[src/design/assert_macros.svh]
// Assertion macros shared by the RTL files.
// Needs clk and rst_n (active low) in the scope of each use.
`ifndef ASSERT_MACROS_SVH
`define ASSERT_MACROS_SVH

// Property checked at every rising clock edge outside reset.
`define FFKC_ASSERT(label, prop, msg) \
    label: assert property (@(posedge clk) disable iff (!rst_n) prop) else $error(msg);

// Condition that must never be seen at a rising clock edge outside reset.
`define FFKC_NEVER(label, cond, msg) \
    label: assert property (@(posedge clk) disable iff (!rst_n) !(cond)) else $error(msg);

`endif

[src/design/ffkc_pkg.sv]
// Package for the four-function key calculator: key codes, operation codes,
// key classes and the command/status structs between controller and datapath.
package ffkc_pkg;

    localparam int KEY_W   = 8;
    localparam int VALUE_W = 16;
    localparam int ITER_N  = VALUE_W;          // one bit per iteration step
    localparam int CNT_W   = $clog2(ITER_N);

    // ASCII key codes
    localparam logic [KEY_W-1:0] KEY_MUL   = 8'h2A;  // '*'
    localparam logic [KEY_W-1:0] KEY_ADD   = 8'h2B;  // '+'
    localparam logic [KEY_W-1:0] KEY_SUB   = 8'h2D;  // '-'
    localparam logic [KEY_W-1:0] KEY_DIV   = 8'h2F;  // '/'
    localparam logic [KEY_W-1:0] KEY_ENTER = 8'h0A;  // newline
    localparam logic [KEY_W-1:0] KEY_CLEAR = 8'h63;  // 'c'
    localparam logic [KEY_W-1:0] KEY_D0    = 8'h30;  // '0'
    localparam logic [KEY_W-1:0] KEY_D9    = 8'h39;  // '9'

    localparam logic [VALUE_W-1:0] ENTRY_LIMIT = 16'd1000;
    localparam logic [VALUE_W-1:0] DIV_FAULT_VALUE = 16'hFFFF;

    // Pending operation
    typedef enum logic [2:0] {
        OP_NONE = 3'd0,
        OP_MUL  = 3'd1,
        OP_ADD  = 3'd2,
        OP_SUB  = 3'd3,
        OP_DIV  = 3'd4
    } op_t;

    // Class of the held key
    typedef enum logic [2:0] {
        KIND_IGNORE = 3'd0,
        KIND_DIGIT  = 3'd1,
        KIND_CLEAR  = 3'd2,
        KIND_OPER   = 3'd3,
        KIND_ENTER  = 3'd4
    } kind_t;

    // Controller to datapath
    typedef struct packed {
        logic latch_key;   // capture the input beat
        logic exec;        // single-cycle key handling
        logic iter_start;  // load the shift/add or shift/subtract unit
        logic iter_step;   // one bit of multiply or divide
        logic load_out;    // move the result into the output register
    } cmd_t;

    // Datapath to controller
    typedef struct packed {
        kind_t kind;
        logic  long_op;    // newline needing the iterative unit
        logic  iter_last;  // final iteration step this cycle
        logic  out_free;   // output register can take a result
    } status_t;

endpackage

[src/design/ffkc_ctrl.sv]
// Controller for the four-function key calculator: one-hot state machine
// issuing commands to ffkc_dp. Depends on ffkc_pkg.
module ffkc_ctrl (
    input  logic              clk,
    input  logic              rst_n,
    input  logic              in_valid,
    output logic              in_ready,
    input  ffkc_pkg::status_t status,
    output ffkc_pkg::cmd_t    cmd
);

    typedef enum logic [3:0] {
        ST_IDLE = 4'b0001,
        ST_EXEC = 4'b0010,
        ST_ITER = 4'b0100,
        ST_EMIT = 4'b1000
    } state_t;

    state_t state_reg;
    state_t state_next;

    // State register
    always_ff @(posedge clk or negedge rst_n)
    begin
        if (!rst_n)
        begin
            state_reg <= ST_IDLE;
        end
        else
        begin
            state_reg <= state_next;
        end
    end

    assign in_ready = (state_reg == ST_IDLE);

    // Next state and commands
    always_comb
    begin
        state_next = state_reg;
        cmd        = '0;
        case (state_reg)
            ST_IDLE:
            begin
                if (in_valid)
                begin
                    cmd.latch_key = 1'b1;
                    state_next    = ST_EXEC;
                end
            end
            ST_EXEC:
            begin
                if (status.kind == ffkc_pkg::KIND_IGNORE)
                begin
                    state_next = ST_IDLE;
                end
                else if (status.long_op)
                begin
                    cmd.iter_start = 1'b1;
                    state_next     = ST_ITER;
                end
                else
                begin
                    cmd.exec   = 1'b1;
                    state_next = ST_EMIT;
                end
            end
            ST_ITER:
            begin
                cmd.iter_step = 1'b1;
                if (status.iter_last)
                begin
                    state_next = ST_EMIT;
                end
            end
            ST_EMIT:
            begin
                if (status.out_free)
                begin
                    cmd.load_out = 1'b1;
                    state_next   = ST_IDLE;
                end
            end
            default:
            begin
                state_next = ST_IDLE;
            end
        endcase
    end

endmodule

[src/design/ffkc_dp.sv]
// Datapath for the four-function key calculator: key register, entry,
// operand and pending operation, a bit-serial multiply/divide unit and the
// output register. Depends on ffkc_pkg.
module ffkc_dp #(
    parameter int VALUE_W = ffkc_pkg::VALUE_W
) (
    input  logic                      clk,
    input  logic                      rst_n,
    input  logic [ffkc_pkg::KEY_W-1:0] key_in,
    input  ffkc_pkg::cmd_t            cmd,
    output ffkc_pkg::status_t         status,
    input  logic                      out_ready,
    output logic                      out_valid,
    output logic [ffkc_pkg::KEY_W-1:0] echo_char,
    output logic                      show_valid,
    output logic [VALUE_W-1:0]        show_value,
    output logic                      answer_valid,
    output logic                      divide_fault
);

    localparam int CNT_W = $clog2(VALUE_W);
    localparam logic [CNT_W-1:0] CNT_LAST = CNT_W'(VALUE_W - 1);

    logic [ffkc_pkg::KEY_W-1:0] key_reg;
    logic [VALUE_W-1:0]         entry_reg, entry_next;
    logic [VALUE_W-1:0]         operand_reg, operand_next;
    ffkc_pkg::op_t              pending_reg, pending_next;

    // Staged result
    logic               res_show_reg, res_show_next;
    logic [VALUE_W-1:0] res_value_reg, res_value_next;
    logic               res_answer_reg, res_answer_next;
    logic               res_fault_reg, res_fault_next;

    // Iterative unit: acc = product or remainder, wa = multiplier or quotient,
    // wb = multiplicand or divisor
    logic [VALUE_W-1:0] acc_reg, acc_next;
    logic [VALUE_W-1:0] wa_reg, wa_next;
    logic [VALUE_W-1:0] wb_reg, wb_next;
    logic [CNT_W-1:0]   cnt_reg;

    // Output register
    logic                       out_valid_reg;
    logic [ffkc_pkg::KEY_W-1:0] out_echo_reg;
    logic                       out_show_reg;
    logic [VALUE_W-1:0]         out_value_reg;
    logic                       out_answer_reg;
    logic                       out_fault_reg;

    ffkc_pkg::kind_t    kind;
    logic               is_mul;
    logic [VALUE_W-1:0] digit_ext;
    logic [VALUE_W-1:0] entry_shifted;
    logic [VALUE_W:0]   rem_shift;
    logic [VALUE_W:0]   rem_diff;
    logic [VALUE_W-1:0] mul_acc;
    logic [VALUE_W-1:0] mul_wb;
    logic [VALUE_W-1:0] mul_wa;

    // Key classification
    always_comb
    begin
        if (key_reg >= ffkc_pkg::KEY_D0 && key_reg <= ffkc_pkg::KEY_D9)
        begin
            kind = ffkc_pkg::KIND_DIGIT;
        end
        else if (key_reg == ffkc_pkg::KEY_CLEAR)
        begin
            kind = ffkc_pkg::KIND_CLEAR;
        end
        else if (key_reg == ffkc_pkg::KEY_MUL || key_reg == ffkc_pkg::KEY_ADD ||
                 key_reg == ffkc_pkg::KEY_SUB || key_reg == ffkc_pkg::KEY_DIV)
        begin
            kind = ffkc_pkg::KIND_OPER;
        end
        else if (key_reg == ffkc_pkg::KEY_ENTER)
        begin
            kind = ffkc_pkg::KIND_ENTER;
        end
        else
        begin
            kind = ffkc_pkg::KIND_IGNORE;
        end
    end

    assign is_mul = (pending_reg == ffkc_pkg::OP_MUL);

    assign status.kind      = kind;
    assign status.long_op   = (kind == ffkc_pkg::KIND_ENTER) &&
                              (is_mul || (pending_reg == ffkc_pkg::OP_DIV &&
                                          entry_reg != '0));
    assign status.iter_last = (cnt_reg == CNT_LAST);
    assign status.out_free  = !out_valid_reg || out_ready;

    // Entry times ten plus digit; entry is below the limit here
    assign digit_ext     = {{(VALUE_W-4){1'b0}}, key_reg[3:0]};
    assign entry_shifted = (entry_reg << 3) + (entry_reg << 1) + digit_ext;

    // One multiply step: add then shift
    assign mul_acc = wa_reg[0] ? (acc_reg + wb_reg) : acc_reg;
    assign mul_wb  = wb_reg << 1;
    assign mul_wa  = wa_reg >> 1;

    // One restoring divide step
    assign rem_shift = {acc_reg, wa_reg[VALUE_W-1]};
    assign rem_diff  = rem_shift - {1'b0, wb_reg};

    // Calculator state and iteration next values
    always_comb
    begin
        entry_next      = entry_reg;
        operand_next    = operand_reg;
        pending_next    = pending_reg;
        res_show_next   = res_show_reg;
        res_value_next  = res_value_reg;
        res_answer_next = res_answer_reg;
        res_fault_next  = res_fault_reg;
        acc_next        = acc_reg;
        wa_next         = wa_reg;
        wb_next         = wb_reg;

        if (cmd.exec)
        begin
            res_show_next   = 1'b0;
            res_value_next  = '0;
            res_answer_next = 1'b0;
            res_fault_next  = 1'b0;
            case (kind)
                ffkc_pkg::KIND_DIGIT:
                begin
                    // Full entry: echo only
                    if (entry_reg < ffkc_pkg::ENTRY_LIMIT)
                    begin
                        entry_next     = entry_shifted;
                        res_show_next  = 1'b1;
                        res_value_next = entry_shifted;
                    end
                end
                ffkc_pkg::KIND_CLEAR:
                begin
                    entry_next    = '0;
                    res_show_next = 1'b1;
                end
                ffkc_pkg::KIND_OPER:
                begin
                    case (key_reg)
                        ffkc_pkg::KEY_MUL: pending_next = ffkc_pkg::OP_MUL;
                        ffkc_pkg::KEY_ADD: pending_next = ffkc_pkg::OP_ADD;
                        ffkc_pkg::KEY_SUB: pending_next = ffkc_pkg::OP_SUB;
                        default:           pending_next = ffkc_pkg::OP_DIV;
                    endcase
                    operand_next = entry_reg;
                    entry_next   = '0;
                end
                ffkc_pkg::KIND_ENTER:
                begin
                    case (pending_reg)
                        ffkc_pkg::OP_ADD:
                        begin
                            operand_next    = operand_reg + entry_reg;
                            res_show_next   = 1'b1;
                            res_answer_next = 1'b1;
                            res_value_next  = operand_reg + entry_reg;
                        end
                        ffkc_pkg::OP_SUB:
                        begin
                            operand_next    = operand_reg - entry_reg;
                            res_show_next   = 1'b1;
                            res_answer_next = 1'b1;
                            res_value_next  = operand_reg - entry_reg;
                        end
                        ffkc_pkg::OP_DIV:
                        begin
                            // Only divide by zero reaches here
                            operand_next    = ffkc_pkg::DIV_FAULT_VALUE;
                            res_show_next   = 1'b1;
                            res_answer_next = 1'b1;
                            res_fault_next  = 1'b1;
                            res_value_next  = ffkc_pkg::DIV_FAULT_VALUE;
                        end
                        default:
                        begin
                            // No pending operation: echo only
                        end
                    endcase
                end
                default:
                begin
                end
            endcase
        end

        if (cmd.iter_start)
        begin
            acc_next = '0;
            if (is_mul)
            begin
                wa_next = entry_reg;
                wb_next = operand_reg;
            end
            else
            begin
                wa_next = operand_reg;
                wb_next = entry_reg;
            end
        end

        if (cmd.iter_step)
        begin
            if (is_mul)
            begin
                acc_next = mul_acc;
                wa_next  = mul_wa;
                wb_next  = mul_wb;
            end
            else if (!rem_diff[VALUE_W])
            begin
                acc_next = rem_diff[VALUE_W-1:0];
                wa_next  = {wa_reg[VALUE_W-2:0], 1'b1};
            end
            else
            begin
                acc_next = rem_shift[VALUE_W-1:0];
                wa_next  = {wa_reg[VALUE_W-2:0], 1'b0};
            end

            // Final step: store the answer
            if (status.iter_last)
            begin
                operand_next    = is_mul ? acc_next : wa_next;
                res_show_next   = 1'b1;
                res_answer_next = 1'b1;
                res_fault_next  = 1'b0;
                res_value_next  = is_mul ? acc_next : wa_next;
            end
        end
    end

    // Control registers
    always_ff @(posedge clk or negedge rst_n)
    begin
        if (!rst_n)
        begin
            entry_reg     <= '0;
            operand_reg   <= '0;
            pending_reg   <= ffkc_pkg::OP_NONE;
            cnt_reg       <= '0;
            out_valid_reg <= 1'b0;
        end
        else
        begin
            entry_reg   <= entry_next;
            operand_reg <= operand_next;
            pending_reg <= pending_next;
            if (cmd.iter_start)
            begin
                cnt_reg <= '0;
            end
            else if (cmd.iter_step)
            begin
                cnt_reg <= cnt_reg + 1'b1;
            end
            if (cmd.load_out)
            begin
                out_valid_reg <= 1'b1;
            end
            else if (out_ready)
            begin
                out_valid_reg <= 1'b0;
            end
        end
    end

    // Payload registers
    always_ff @(posedge clk)
    begin
        if (cmd.latch_key)
        begin
            key_reg <= key_in;
        end
        res_show_reg   <= res_show_next;
        res_value_reg  <= res_value_next;
        res_answer_reg <= res_answer_next;
        res_fault_reg  <= res_fault_next;
        acc_reg        <= acc_next;
        wa_reg         <= wa_next;
        wb_reg         <= wb_next;
        if (cmd.load_out)
        begin
            out_echo_reg   <= key_reg;
            out_show_reg   <= res_show_reg;
            out_value_reg  <= res_value_reg;
            out_answer_reg <= res_answer_reg;
            out_fault_reg  <= res_fault_reg;
        end
    end

    assign out_valid    = out_valid_reg;
    assign echo_char    = out_echo_reg;
    assign show_valid   = out_show_reg;
    assign show_value   = out_value_reg;
    assign answer_valid = out_answer_reg;
    assign divide_fault = out_fault_reg;

endmodule

[src/design/four_function_key_calculator.sv]
// Top level of the four-function key calculator: joins ffkc_ctrl and ffkc_dp
// to the stream ports. Depends on ffkc_pkg and assert_macros.svh.
//
// channel   direction  beat contents
// s_axis    in         key_char
// m_axis    out        echo_char, show_valid, show_value, answer_valid, divide_fault
//
// A key passes through accept, decode and output load, the load waiting while the
// output register is full; a newline with a pending multiply, or divide by a
// nonzero entry, also runs the 16-step shift/add or divide unit before the load.
// Ignored keys end after decode and give no beat.
// Reset (rst_n low) clears entry, operand, pending operation and output valid.
// While m_tready is low one more non-ignored key is taken; its result waits, s_tready low.
`include "assert_macros.svh"

module four_function_key_calculator #(
    parameter int VALUE_W = ffkc_pkg::VALUE_W
) (
    input  logic        clk,
    input  logic        rst_n,
    input  logic        s_tvalid,
    output logic        s_tready,
    input  logic [7:0]  s_tdata,   // [7:0] key_char
    output logic        m_tvalid,
    input  logic        m_tready,
    // [7:0] echo_char, [8] show_valid, [8+VALUE_W:9] show_value,
    // then answer_valid, divide_fault, zero fill
    output logic [((VALUE_W+11+7)/8)*8-1:0] m_tdata
);

    localparam int PAY_W = VALUE_W + 11;
    localparam int TDATA_W = ((PAY_W + 7) / 8) * 8;

    ffkc_pkg::cmd_t    cmd;
    ffkc_pkg::status_t status;

    logic [7:0]         echo_char;
    logic               show_valid;
    logic [VALUE_W-1:0] show_value;
    logic               answer_valid;
    logic               divide_fault;

    logic               key_beat;
    logic               fault_beat_ok;
    logic               quiet_beat_ok;

    ffkc_ctrl u_ctrl (
        .clk      (clk),
        .rst_n    (rst_n),
        .in_valid (s_tvalid),
        .in_ready (s_tready),
        .status   (status),
        .cmd      (cmd)
    );

    ffkc_dp #(
        .VALUE_W (VALUE_W)
    ) u_dp (
        .clk          (clk),
        .rst_n        (rst_n),
        .key_in       (s_tdata),
        .cmd          (cmd),
        .status       (status),
        .out_ready    (m_tready),
        .out_valid    (m_tvalid),
        .echo_char    (echo_char),
        .show_valid   (show_valid),
        .show_value   (show_value),
        .answer_valid (answer_valid),
        .divide_fault (divide_fault)
    );

    // Pack the output beat, lowest field first
    assign m_tdata = {{(TDATA_W-PAY_W){1'b0}}, divide_fault, answer_valid,
                      show_value, show_valid, echo_char};

    // Terms for the checks below
    assign key_beat      = s_tvalid && s_tready;
    assign fault_beat_ok = answer_valid && show_valid &&
                           (show_value == ffkc_pkg::DIV_FAULT_VALUE);
    assign quiet_beat_ok = (show_value == '0) && !answer_valid && !divide_fault;

    // One key in flight: no second accept right after one
    `FFKC_ASSERT(a_one_in_flight, key_beat |=> !s_tready, "key accepted while busy")
    // A held output beat is never overwritten
    `FFKC_NEVER(a_no_overwrite, cmd.load_out && m_tvalid && !m_tready, "output overwritten")
    // A divide fault always comes with an answer of all ones
    `FFKC_ASSERT(a_fault_value, (m_tvalid && divide_fault) |-> fault_beat_ok, "bad fault beat")
    // Without a display update the value and flags are zero
    `FFKC_ASSERT(a_no_show_zero, (m_tvalid && !show_valid) |-> quiet_beat_ok, "stray value")

endmodule
[config.mk]
export PLATFORM = sky130hd
export DESIGN_NAME = four_function_key_calculator
export DESIGN_NICKNAME = d
export VERILOG_FILES = /design/src/design/ffkc_pkg.sv /design/src/design/ffkc_ctrl.sv /design/src/design/ffkc_dp.sv /design/src/design/four_function_key_calculator.sv
export VERILOG_INCLUDE_DIRS = /design/src /design/src/design
export SDC_FILE = /design/constraint.sdc
export NUM_CORES = 1
export LEC_CHECK = 0
export ABC_CLOCK_PERIOD_IN_PS = 11300
export BUFFER_PORTS_ARGS = -buffer_cell sky130_fd_sc_hd__buf_2
export CORE_ASPECT_RATIO = 1.1
export CORE_UTILIZATION = 55
export CTS_CLUSTER_DIAMETER = 80
export DETAILED_ROUTE_END_ITERATION = 8
export HOLD_SLACK_MARGIN = 0.05
export MAX_ROUTING_LAYER = met4
export PLACE_DENSITY = 0.76
export SYNTH_ARGS = -nofsm -noshare
export SYNTH_HDL_FRONTEND = slang
export SYNTH_SLANG_ARGS = --single-unit
[constraint.sdc]
create_clock -name clk -period 11.3 [get_ports clk]
set_clock_uncertainty 0.15 [all_clocks]
set_input_delay 2.825 -clock clk [delete_from_list [all_inputs] [get_ports clk]]
set_output_delay 2.825 -clock clk [all_outputs]
set_load 0.01 [all_outputs]
Yosys cells after proc, flatten, opt, wreduce, memory -nomap -nowiden
Cells that the tools add are included.
{"block": "totals", "mem_count": 0, "word_cells": 138, "rom_bits": 0, "input_bits": 12, "output_inout_bits": 34, "latchBits": 0, "ramBits": 0, "register_bits": 146}
{"block": "op_classes", "n_mux": 67, "n_lt_le_gt_ge": 3, "n_addsub": 7, "reduce_logical": 19, "multipliers": 0, "bitwise": 0, "n_div": 0, "eq_ne": 23, "n_shift": 0}
{"operator": "$mux W16", "count": 22}
{"operator": "$pmux W16 S2", "count": 3}
{"operator": "$pmux W16 S3", "count": 2}
{"operator": "$add A16 B16 Y16", "count": 3}
{"operator": "$eq A8 B6 Y1 const B", "count": 4}
{"operator": "$mux W4", "count": 7}
{"operator": "$mux W1", "count": 24}
{"operator": "$sub A17 B16 Y17", "count": 1}
{"operator": "$add A16 B4 Y16", "count": 1}
{"operator": "$lt A16 B10 Y1 const B", "count": 1}
{"operator": "$pmux W4 S4", "count": 1}
{"operator": "$reduce_bool A16 Y1", "count": 1}
{"operator": "$sub A16 B16 Y16", "count": 1}
{"operator": "$eq A3 B2 Y1 const B", "count": 4}
{"operator": "$mux W3", "count": 4}
{"operator": "$pmux W3 S3", "count": 1}
{"operator": "$eq A4 B4 Y1 const B", "count": 2}
{"operator": "$eq A8 B4 Y1 const B", "count": 1}
{"operator": "$eq A8 B7 Y1 const B", "count": 1}
{"operator": "$ge A8 B6 Y1 const B", "count": 1}
{"operator": "$le A8 B6 Y1 const B", "count": 1}
{"operator": "$eq A3 B1 Y1 const B", "count": 2}
{"operator": "$eq A3 B3 Y1 const B", "count": 2}
{"operator": "$ne A2 B2 Y1 const B", "count": 3}
{"operator": "other kinds (16)", "count": 26}

Depth between registers and ports, before layout
{"block": "depth", "ltp_word": 15, "depth_mapped": 13, "depth_no_buf": 12}

Hierarchy
From an unflattened synthesis, not the netlist that was laid out.
{"block": "unflattened", "hier_cells": 1191, "area_unflattened_um2": 10640.2}
{"module": "ffkc_dp", "area_per_inst_um2": 10337.4, "cells_per_inst": 1158, "n_inst": 1}
{"module": "ffkc_ctrl", "area_per_inst_um2": 239.0, "cells_per_inst": 24, "n_inst": 1}
{"module": "four_function_key_calculator", "area_per_inst_um2": 63.8, "cells_per_inst": 9, "n_inst": 1}

Worst setup path after synthesis
No wires, ideal clock.
{"block": "synth_path", "kind": "in2reg", "start": "in m_tready", "end": "reg u_dp.out_answer_reg (netlist: u_dp.answer_valid) (enable)", "cell_stages": 2, "path_buffers": 0, "setup_time_ns": 0.414, "setup_slack_ns": 6.514, "arrival_ns": 4.223, "path_cell_list": "nand2b_1 -> nor2b_1"}
{"element": "start: declaration", "line_no": "four_function_key_calculator.sv:25", "source": "input logic m_tready,"}
{"element": "end signal: assignment", "line_no": "ffkc_dp.sv:293", "source": "out_answer_reg <= res_answer_reg;"}
{"element": "end: declaration", "line_no": "ffkc_dp.sv:47", "source": "logic out_answer_reg;"}

Final worst setup path
{"block": "layout_path", "start": "reg u_ctrl.state_reg[0]", "end": "out s_tready"}
{"block": "layout_via", "elab_chain_cells": 1}
{"element": "start: declaration", "line_no": "ffkc_ctrl.sv:19", "source": "state_t state_reg;"}
{"element": "start signal: assignment", "line_no": "ffkc_ctrl.sv:31", "source": "state_reg <= state_next;"}
{"element": "$eq A4 B1 Y1", "line_no": "ffkc_ctrl.sv:35", "source": "assign in_ready = (state_reg == ST_IDLE);"}
{"element": "end: declaration", "line_no": "four_function_key_calculator.sv:22", "source": "output logic s_tready,"}
No other way between the ends.

==> results.cfg <==
[status]
status = complete, but fails checks
violations = design-rule violations

[cts]
worstSkewPairLatency_ps = 440
cts_inserted_buffers = 17
clk_pin_slew_ps = 70
cts_hold_buf = 0
cts_tree = built
cts_buffer_depth = 2
cts_resized = 0
postCtsSetupBuffers = 0
htreeDepth = 4
cts_sinks = 146
cts_root_buf = clkbuf_16

[detailed_routing]
wl_per_cell_um = 22.3
viasPerCell = 6.72
routed_wirelength_um = 35100
drtIter0Drc = 1288
drtAntennaViolNets = 0
num_vias = 10600
firstDrtPassIters = 9
drc = 3

[min_path]
holdCritPathClass = reg2reg

[finish]
layout_common_cells = 123 x a21oi_1, 97 x nor2_1, 90 x nand2_1
nNetsFinal = 1417
finish.instance_area_sq_um = 12200
syn_to_final_growth_pct = 8.31
antenna_cells = 0
final_common_cell = a21oi_1
drive_gt1_frac = 0.0816

[logic_synthesis]
synth-simple-area-share = 0.178
yosysTopAreaCell = edfxtp_1
synth_cell_types = 81
synth-edff-count = 67
synthXorXnorAreaFrac = 0.0334
synth_compound_area_frac = 0.276
yosys-mux-area-fraction = 0.0125
syn_avg_cell_area_sq_um = 8.64
synthAdderAreaFrac = 0.109
syn_inst = 1306
yosysWarnings = 0
synth_ff_type = edfxtp_1
synth_seq_cells = 146
synth_top_family_by_area = compound AO/OA/AOI/OAI gates
ys_seq_area_frac = 0.338
synth.area.top_cells = edfxtp_1 18%, ha_1 9.9%, dfrtp_1 9.5%, dfxtp_1 6.2%, a21oi_1 5.5%
async_reset_ff_frac = 0.301
synth_area_sq_um = 11300
synth_top_area_share = 0.178

[floorplan]
num_rows = 54
die_h_um = 152
ios = 46
dieArea_sq_um = 21100
initial_core_util = 0.564
die_x_um = 139
core-area_sq_um = 20000

[sta]
report.final.slew_viol_count = 0
tns_ps = 0
max_freq_mhz = 220
rsz0062_at_grt = no
hold_violations = 0
setup_viol = 0
tightest_slew_ps = 1250
fin_crit_ps = 4550
maxSlewHeadroom = 0.160
fin_crit_sh = 0.403
setup_slack_ps = 6750

[placement]
hpwl_um = 25600
place_area_sq_um = 11600
place.gp.congestion = 0.972
io_buffers = 40
dp_slack_ps = 6650

[worst_setup_path]
end_kind = primary output
path_class = reg2out
cp_max_fo = 6
crit_required_ps = 8330
cp.arrival_ps = 1580
cp-start-kind = register
rrSetupSlack_ps = 7120

[grt]
antenna_found_initial = 0
first_global_vias = 9809
grt_overflow = 0
grt_max_degree = 88
grt_pass1_wl_um = 54600
grtUsageTotal = 0.343

[power]
power_per_cell_area_nw_per_um2 = 104
power.leakage_uw = 0.00494
vdd_drop_max_uv = 108

[run]
cap_violations = 0
[area by class of cell]
cell class / count / area, sq um
clock buffer: 17 / 425
fill: 1792 / 7780
tap: 252 / 315
multi-input combinational: 1026 / 6930
inverter: 64 / 240
timing repair buffer: 55 / 313
sequential: 146 / 3810
clock inverter: 15 / 183
[where the power goes]
| group | internal, uW | switching [uW] |
|---|---|---|
| combinational | 36.2 | 65.6 |
| clock | 301 | 278 |
| sequential | 566 | 18.7 |
[metal layers]
metal / GRT usage / part of all wire / vias up
met5: - / 0 / -
met4: 0.155 / 0.044 / 0
met3: 0.0446 / 0.082 / 114
met2: 0.541 / 0.46 / 533
met1: 0.442 / 0.41 / 4990
li1: - / - / 4944
[Yosys cell counts (7+ instances only)]
library cell  count
a211o_1           7
nor2b_1          21
o21a_1           20
nand2b_1         29
xnor2_1          24
buf_4             9
nand4_1           8
o21ai_0          90
nor3_1           47
inv_1            64
ha_1             89
a211oi_1         34
a31oi_1          23
and2_1           15
nor2_1           97
xor2_1           19
nand2_1          90
mux2i_1          13
nor4_1           12
a21oi_1         123
clkbuf_1         51
o31ai_1          19
a221oi_1         31
a221o_1           8
nand3b_1          8
o21bai_1          8
and3_1           13
edfxtp_1         67
dfxtp_1          35
a21o_1           16
or3_1            18
o211ai_1         22
nand3_1          25
dfrtp_1          43
[metrics by stage]
stage / util / total power, uW / hold WS [ps] / cells
after floorplan: - / 659 / 258 / 1310
after global placement: 0.580 / 694 / 271 / 1543
after detailed placement: 0.580 / 696 / 279 / 1543
after CTS: 0.611 / 1270 / 298 / 1575
after global routing: 0.611 / 1300 / 306 / 1575
final: 0.611 / 1270 / 296 / 1575
[path summary, 6_finish.rpt]
| path | cells after the start | endpoint | start |
|---|---|---|---|
| max | 2 | s_tready | u_ctrl.state_reg[0] |
| min reg2reg | 0 | u_dp.show_valid | u_dp.res_show_reg |
| max reg2reg | 12 | u_dp.res_value_reg[15] | u_dp.entry_reg[0] |
| min | 0 | u_dp.show_valid | u_dp.res_show_reg |
| max in group asynchronous | 2 | u_dp.operand_reg[4] | rst_n |
| min in group asynchronous | 2 | u_dp.out_valid | rst_n |
[worst max-delay path: stages (launching register included)]
cell	delay [ps]
dfstp_2	580
nor4b_1	350
buf_2	210
[logic make-up (layout without fill, tap and decap cells)]
kind of cell | after synthesis | in the layout
adders and majority gates | 95 | 95
DFF | 146 | 146
buffers and inverters | 138 | 151
xor gates and xnor gates | 43 | 43
AOI/OAI and AO/OA | 467 | 467
and+or+nand+nor | 402 | 402
muxes | 14 | 14
other | 1 | 5
No activity file was read; power rests on OpenSTA's default activity.
